## config.mk

```make
export PLATFORM = sky130hd
export DESIGN_NAME = dpt_cell
export DESIGN_NICKNAME = d
export VERILOG_FILES = /design/src/rtl/dpt_pkg.sv /design/src/rtl/dpt_cell.sv
export SDC_FILE = /design/constraint.sdc
export NUM_CORES = 1
export LEC_CHECK = 0
export ABC_AREA = 1
export BUFFER_PORTS_ARGS = -buffer_cell sky130_fd_sc_hd__buf_2
export CAP_MARGIN = 10
export CORE_ASPECT_RATIO = 1.5
export CORE_MARGIN = 5
export CORE_UTILIZATION = 35
export CTS_CLUSTER_DIAMETER = 50
export DETAILED_ROUTE_END_ITERATION = 10
export GPL_TIMING_DRIVEN = 0
export SETUP_SLACK_MARGIN = 0.2
export SLEW_MARGIN = 5
export SYNTH_ARGS = -nofsm -noshare
export SYNTH_HDL_FRONTEND = slang
export SYNTH_SLANG_ARGS = --single-unit
```

## constraint.sdc

```tcl
create_clock -name clk -period 3.83 [get_ports clk]
set_input_delay 1.149 -clock clk [delete_from_list [all_inputs] [get_ports clk]]
set_output_delay 1.149 -clock clk [all_outputs]
set_load 0.02 [all_outputs]
```

## src/rtl/dpt_pkg.sv

```systemverilog
// types, codes and sizes shared by the dominating point table
`timescale 1ns / 1ps
`default_nettype none

package dpt_pkg;

	// table size and coordinate width
	localparam int CAPACITY = 64;
	localparam int COORD_W  = 30;

	// command codes
	localparam logic [1:0] CMD_ADD    = 2'd0;
	localparam logic [1:0] CMD_REMOVE = 2'd1;
	localparam logic [1:0] CMD_FIND   = 2'd2;

	// status codes
	localparam logic [1:0] ST_OK      = 2'd0;
	localparam logic [1:0] ST_FULL    = 2'd1;
	localparam logic [1:0] ST_MISSING = 2'd2;
	localparam logic [1:0] ST_DUP     = 2'd3;

	// request transaction
	typedef struct packed {
		logic [1:0]         cmd;
		logic [COORD_W-1:0] x_coord;
		logic [COORD_W-1:0] y_coord;
	} req_t;

	// response transaction
	typedef struct packed {
		logic               found;
		logic [COORD_W-1:0] point_x;
		logic [COORD_W-1:0] point_y;
		logic [1:0]         status;
	} rsp_t;

	// token handed from cell to cell
	typedef struct packed {
		logic               valid;
		logic [1:0]         cmd;
		logic [COORD_W-1:0] qx;
		logic [COORD_W-1:0] qy;
		logic               hit;
		logic               placed;
		logic               found;
		logic [COORD_W-1:0] bx;
		logic [COORD_W-1:0] by;
	} tok_t;

	// end-of-scan decision for a tentatively placed point
	typedef struct packed {
		logic en;
		logic ok;
	} commit_t;

endpackage

`default_nettype wire

```

## src/rtl/dpt_cell.sv

```systemverilog
// one table slot: holds a point and updates the passing token
`timescale 1ns / 1ps
`default_nettype none

module dpt_cell (
	input  wire logic             clk,
	input  wire logic             arst_n,
	input  wire dpt_pkg::tok_t    tok_in,
	input  wire dpt_pkg::commit_t commit,
	output dpt_pkg::tok_t         tok_out
);
	import dpt_pkg::*;

	logic               vld_q;
	logic               pend_q;
	logic [COORD_W-1:0] x_q;
	logic [COORD_W-1:0] y_q;
	tok_t               tok_d;
	tok_t               tok_q;
	logic               match;
	logic               dom;
	logic               better;
	logic               place;
	logic               drop;

	// compares against the stored point
	assign match  = vld_q && (x_q == tok_in.qx) && (y_q == tok_in.qy);
	assign dom    = vld_q && (x_q > tok_in.qx) && (y_q > tok_in.qy);
	assign better = !tok_in.found || (x_q < tok_in.bx) ||
	                ((x_q == tok_in.bx) && (y_q < tok_in.by));

	// token update
	always_comb begin
		tok_d = tok_in;
		place = 1'b0;
		drop  = 1'b0;
		if (tok_in.valid) begin
			unique case (tok_in.cmd)
				CMD_ADD: begin
					tok_d.hit = tok_in.hit | match;
					if (!vld_q && !pend_q && !tok_in.placed && !tok_in.hit) begin
						place        = 1'b1;
						tok_d.placed = 1'b1;
					end
				end
				CMD_REMOVE: begin
					tok_d.hit = tok_in.hit | match;
					drop      = match;
				end
				CMD_FIND: begin
					if (dom && better) begin
						tok_d.found = 1'b1;
						tok_d.bx    = x_q;
						tok_d.by    = y_q;
					end
				end
				default: begin
				end
			endcase
		end
	end

	// slot valid and pending flags
	always_ff @(posedge clk or negedge arst_n) begin
		if (!arst_n) begin
			vld_q  <= 1'b0;
			pend_q <= 1'b0;
		end else if (commit.en && pend_q) begin
			vld_q  <= commit.ok;
			pend_q <= 1'b0;
		end else if (place) begin
			pend_q <= 1'b1;
		end else if (drop) begin
			vld_q <= 1'b0;
		end
	end

	// stored point
	always_ff @(posedge clk) begin
		if (place) begin
			x_q <= tok_in.qx;
			y_q <= tok_in.qy;
		end
	end

	// hand the token to the next cell
	always_ff @(posedge clk or negedge arst_n) begin
		if (!arst_n) begin
			tok_q <= '0;
		end else begin
			tok_q <= tok_d;
		end
	end

	assign tok_out = tok_q;

endmodule

`default_nettype wire

```

==> out/metrics.yaml, run 1 <==
ys_ff_latch: 188
critical_path.endpoint_type: "flop"
hpwlAfterDp_microns: 19500
cts_buffers: 17
finalPower_uw: 4640
synthDistinctLibCells: 30
syn_avg_cell_area_sq_um: 9.56
cp.required_ns: 4.22
post-route-util_pct: 44.2
nets: 1504
clock_sinks: 188
final_cell_mix: "nand2_1, buf_2, inv_1"
clock.fmax_mhz: 328
dr.pass1.iters: 4
htree_levels: 4
finalCritPeriodShare_pct: 79.6
drive_above_1_share_pct: 25.3
finalWirelength_microns: 24600
overflow: 0
synth-edff-count: 60
leakagePower_uw: 0.00643
grt_pass1_vias: 7604
initialDrtViolationCount: 259
synth_nets: 1228
yosys_warnings: 0
drv_cap: 0
nFillCells: 2617
crit_type: "primary input to flop"
cts-root-buf: "clkbuf_16"
cp_data_arrival_time_ns: 3.44
period_minus_slack_ns: 3.05
die_width_microns: 144
min_path_type: "flop to flop"
pre_cts_slack_ns: 0.259
setup_slack_ns: 0.780
ys.flop_type: "dfrtp_1"
grt_max_degree: 78
core-area_sq_um: 26500
grt_antenna_before_repair: 4
cts_hold_buf: 0
area_growth_pct: 25.2
status: "finished clean"
critPathLaunchType: "primary input"
async_reset_ff_share_pct: 68.1
slew_violations: 0
irDropWorstVdd_v: 0.000345
synth-seq-area-share_pct: 53.5
dieArea_sq_um: 30200
dp.cells: 1573
hold_viol_final: 0
grt_pass1_wl_microns: 39100
cts_tree: "done"
power.density_nw_per_um2: 396
via_count: 7220
setup_viol: 0
clockBufferDepth: 2
worst_slew_pin_slew_ns: 0.524
critPathMaxFanout: 10
drc: 0
mostFrequentLayoutCell: "nand2_1"
post-cts-setup-buffer-count: 0
wl_per_cell_microns: 15.3
final_cell_count_no_fill: 1607
io_pins: 256
relSlewSlack_pct: 65.1
routabilityCongestion: 0.767
ctsResizeCount: 0
initial_core_util_pct: 35.3
port_buffers: 255
die_h_microns: 210
rsz0062_at_grt: "false"
cts.reportedPaths.clkPinSlew_ns: 0.07
std_cell_rows: 73
fin_worst_skew_ns: 0.00933
synthesis.instances: 979
gr-usage-all-layers_pct: 16.9
vias_per_cell: 4.49
clkLatencyLatePin_ns: 0.46
synthesis.area_sq_um: 9360
ant_nets: 0
[routing by layer]
metal | share of wire [%] | vias up | global-route usage [%]
met4 | 2.2 | 4 | 6.69
met1 | 40 | 3352 | 19.2
li1 | - | 3682 | -
met3 | 5.8 | 26 | 4.11
met2 | 52 | 156 | 30.1
met5 | 0.11 | - | 0
[registers in the layout, summed over array words and instances (netlist names)]
name     cells
vld_q        1
pend_q       1
x_q         30
y_q         30
tok_out    126
[cell usage after synthesis (2+ instances only)]
master | count | area, sq um
nand2_1 | 285 | 1070
a21o_1 | 8 | 60.1
buf_2 | 12 | 60.1
nand3_1 | 71 | 355
nor3_1 | 10 | 50.1
inv_2 | 3 | 11.3
dfrtp_1 | 128 | 3200
nor2_2 | 4 | 25.0
nor4_1 | 3 | 18.8
a21oi_1 | 39 | 195
edfxtp_1 | 60 | 1800
clkinv_1 | 3 | 11.3
o21ai_1 | 3 | 15.0
nor2_1 | 43 | 161
nand4_1 | 7 | 43.8
ha_1 | 119 | 1490
buf_4 | 5 | 37.5
inv_1 | 163 | 612
o21bai_1 | 2 | 15.0
[path summary, 6_finish.rpt]
path	slack, ns	start	cells past startpoint	endpoint
worst max-delay path	0.78	tok_in[37]	12	tok_out[36]
worst min-delay path	0.51	y_q[0]	2	tok_out[0]
worst max register to register	1.14	x_q[7]	10	tok_out[36]
worst min register to register	0.51	y_q[0]	2	tok_out[0]
max in group asynchronous	2.42	arst_n	2	tok_out[12]
min in group asynchronous	0.63	arst_n	1	tok_out[36]
[through the flow]
stage	hold WS [ns]	cell area (sq um)	TNS (ns)
after global routing	0.552	11700	0
after floorplan	0.480	9360	0
after CTS	0.512	11700	0
after detailed placement	0.496	11100	0
after global placement	0.493	11100	-38.15
final	0.511	11700	0
[kinds of logic after synthesis]
group	share of synthesized area, %
compound gates	3.27
buf+inv	7.86
flops	53.5
simple gates	19.5
fa+ha+maj	15.9
[worst max-delay path, stage by stage]
cell     delay [ns]
buf_2          0.09
inv_1          0.04
ha_1           0.29
nand2_1        0.10
nor3_1         0.29
nand2_1        0.14
nor2_1         0.26
nand3_1        0.20
nand3_4        0.20
buf_1          0.43
nand3_1        0.13
nand2_1        0.11
[layout make-up]
cell class | instances | area, sq um | area share, %
Sequential cell | 188 | 5000 | 42.7
Clock buffer | 17 | 425 | 3.63
Inverter | 169 | 637 | 5.44
Antenna cell | 2 | 5.00 | 0.0427
Multi-Input combinational cell | 604 | 3620 | 30.9
Buffer | 18 | 101 | 0.865
Tap cell | 337 | 422 | 3.60
Timing Repair Buffer | 257 | 1340 | 11.4
Clock inverter | 15 | 164 | 1.40
[report_power, final]
group / internal [uW] / total (uW) / switching (uW)
Clock: 974 / 1820 / 843
Combinational: 222 / 623 / 401
Sequential: 2170 / 2200 / 33.6
Note: power is estimated with default switching activity, not from simulation.
==> run 2: changes to the inputs <==
Clock period 3.83 ns to 2.6 ns, I/O delays scaled along.
==> run 2 against run 1 <==
Clock skew rose by 0.0059 ns. Final area rose by 6.3%. Wire length rose by 5.2%. Clock-buffer cell count rose by 11. Combinational power increased by 61%. Flip-flop and latch count did not move. Sequential power rose by 47%. Clock power grew 44%.
==> out/metrics.yaml, run 2 (same netlist as run 1, synthesis figures left out) <==
clkLatencyLatePin_ns: 0.45
tns_ns: 0
largest_reg_flops: 126
final_cell_mix: "buf_2, nand2_1, inv_1"
nFillCells: 2556
register_area_sq_um: 5000
power.density_nw_per_um2: 552
clockBufferDepth: 2
overflow: 0
grt_antenna_before_repair: 3
die_h_microns: 210
area_growth_pct: 33.0
routabilityCongestion: 0.762
port_buffers: 255
grt_pass1_vias: 7785
htree_levels: 4
dieArea_sq_um: 30200
hold_viol_final: 0
min_path_type: "primary input to asynchronous set/reset pin"
finalWirelength_microns: 25900
rsz0062_at_grt: "true"
die_width_microns: 144
io_pins: 256
status: "finished clean"
nets: 1522
finalCritPeriodShare_pct: 89.6
cp_data_arrival_time_ns: 2.66
p_switching_uw: 1830
p_int_uw: 5040
drv_cap: 0
drc: 0
cp.required_ns: 2.94
sw_frac_of_total_pct: 26.6
core-area_sq_um: 26500
hpwlAfterDp_microns: 19600
fin_worst_skew_ns: 0.0152
dr.pass1.iters: 4
irDropWorstVdd_v: 0.000483
power_frac_clock_pct: 38.2
critPathLaunchType: "primary input"
ant_nets: 0
initial_core_util_pct: 35.3
gr-usage-all-layers_pct: 17.1
cts.reportedPaths.clkPinSlew_ns: 0.06
setup_viol: 0
design_area_sq_um: 12500
cts_hold_buf: 0
cts_buffers: 17
drive_above_1_share_pct: 32.8
multi_input_area_sq_um: 4080
worst_slew_pin_slew_ns: 0.640
std_cell_rows: 73
place_area_sq_um: 11100
wl_per_cell_microns: 16.0
cts-root-buf: "clkbuf_16"
clock.fmax_mhz: 429
grt_pass1_wl_microns: 39600
mostFrequentLayoutCell: "buf_2"
final_cell_count_no_fill: 1624
slew_violations: 0
initialDrtViolationCount: 245
vias_per_cell: 4.56
relSlewSlack_pct: 57.4
clock_sinks: 188
power.share.sequential_pct: 47.2
r2r_cells: 11
period_minus_slack_ns: 2.33
via_count: 7410
critical_path.endpoint_type: "flop"
cts_tree: "done"
dp.cells: 1574
grt_max_degree: 66
comb_power_share_pct: 14.6
whs_ns: 0.309
leakagePower_uw: 0.00660
critPathMaxFanout: 6
crit_type: "primary input to flop"
## run 2: cell count changes in the layout (fill, tap and decap cells not counted), sizes merged, moves of 2 or more
cell	change
clkinv	-4
buf	+8
inv	-6
bufinv	-2
clkbuf	+19
## run 2: area by class of cell
class	count	share of cell area (%)
flip-flops and latches	188	40.2
plain buffers	18	1.52
multi-input cells	606	32.8
clock buffers	28	4.51
diodes	1	0.0201
clock inverters	4	0.201
well taps	337	3.39
inverters	169	5.12
repair buffers	273	12.3
## run 2: power by group through the flow
stage | registers (uW) | clock network [uW] | logic (uW)
after floorplan | 3450 | 0 | 368
after global placement | 3300 | 0 | 910
after detailed placement | 3310 | 0 | 937
after CTS | 3250 | 2700 | 945
after global routing | 3260 | 2810 | 1140
final | 3240 | 2620 | 1000
## run 2: path summary, 6_finish.rpt
kind	from	slack, ns	endpoint
worst max-delay path	tok_in[112]	0.27	tok_out[6]
worst min-delay path	arst_n	0.31	tok_out[98]
worst max register to register	x_q[27]	0.30	tok_out[6]
worst min register to register	x_q[0]	0.52	tok_out[30]
max in group asynchronous	arst_n	1.55	tok_out[12]
min in group clk	tok_in[125]	0.45	tok_out[125]
## run 2: worst max-delay path, stage by stage
cell and delay [ns]:
buf_2 0.11, inv_1 0.05, ha_1 0.29, nand2_1 0.08
nor2_2 0.13, nand4_1 0.15, nor2_4 0.14, nand2_1 0.07
nand2_2 0.10, nand2_4 0.10, nor2_8 0.22, nand2_8 0.14
clkbuf_16 0.20, nand2_2 0.05, nand2_1 0.04
## run 2: per-stage QoR
step	total power [uW]	worst slack, ns	utilization [%]
detailed placement	4240	-0.618	42.1
global route	7210	0.137	47.0
global placement	4210	-1.06	41.8
floorplan	3810	0.236	-
CTS	6890	0.199	44.5
finish	6870	0.271	47.0
## run 2: timing repair
| item | 4_1_cts | 5_1_grt |
|---|---|---|
| endpoints found under the setup margin | 60 | 61 |
| resized for setup | 12 | 130 |
| setup buffers | 2 | 9 |
| gates cloned | 0 | 6 |
| pin swaps | 3 | 24 |
## run 2: layer usage
metal  GRT usage [%]  part of all wire [%]  vias to the layer above
li1                -                     -                     3717
met1            19.0                    38                     3468
met2            30.6                    53                      174
met3            5.08                   6.0                       47
met4            6.30                   2.6                        4
met5               0                  0.10                        -
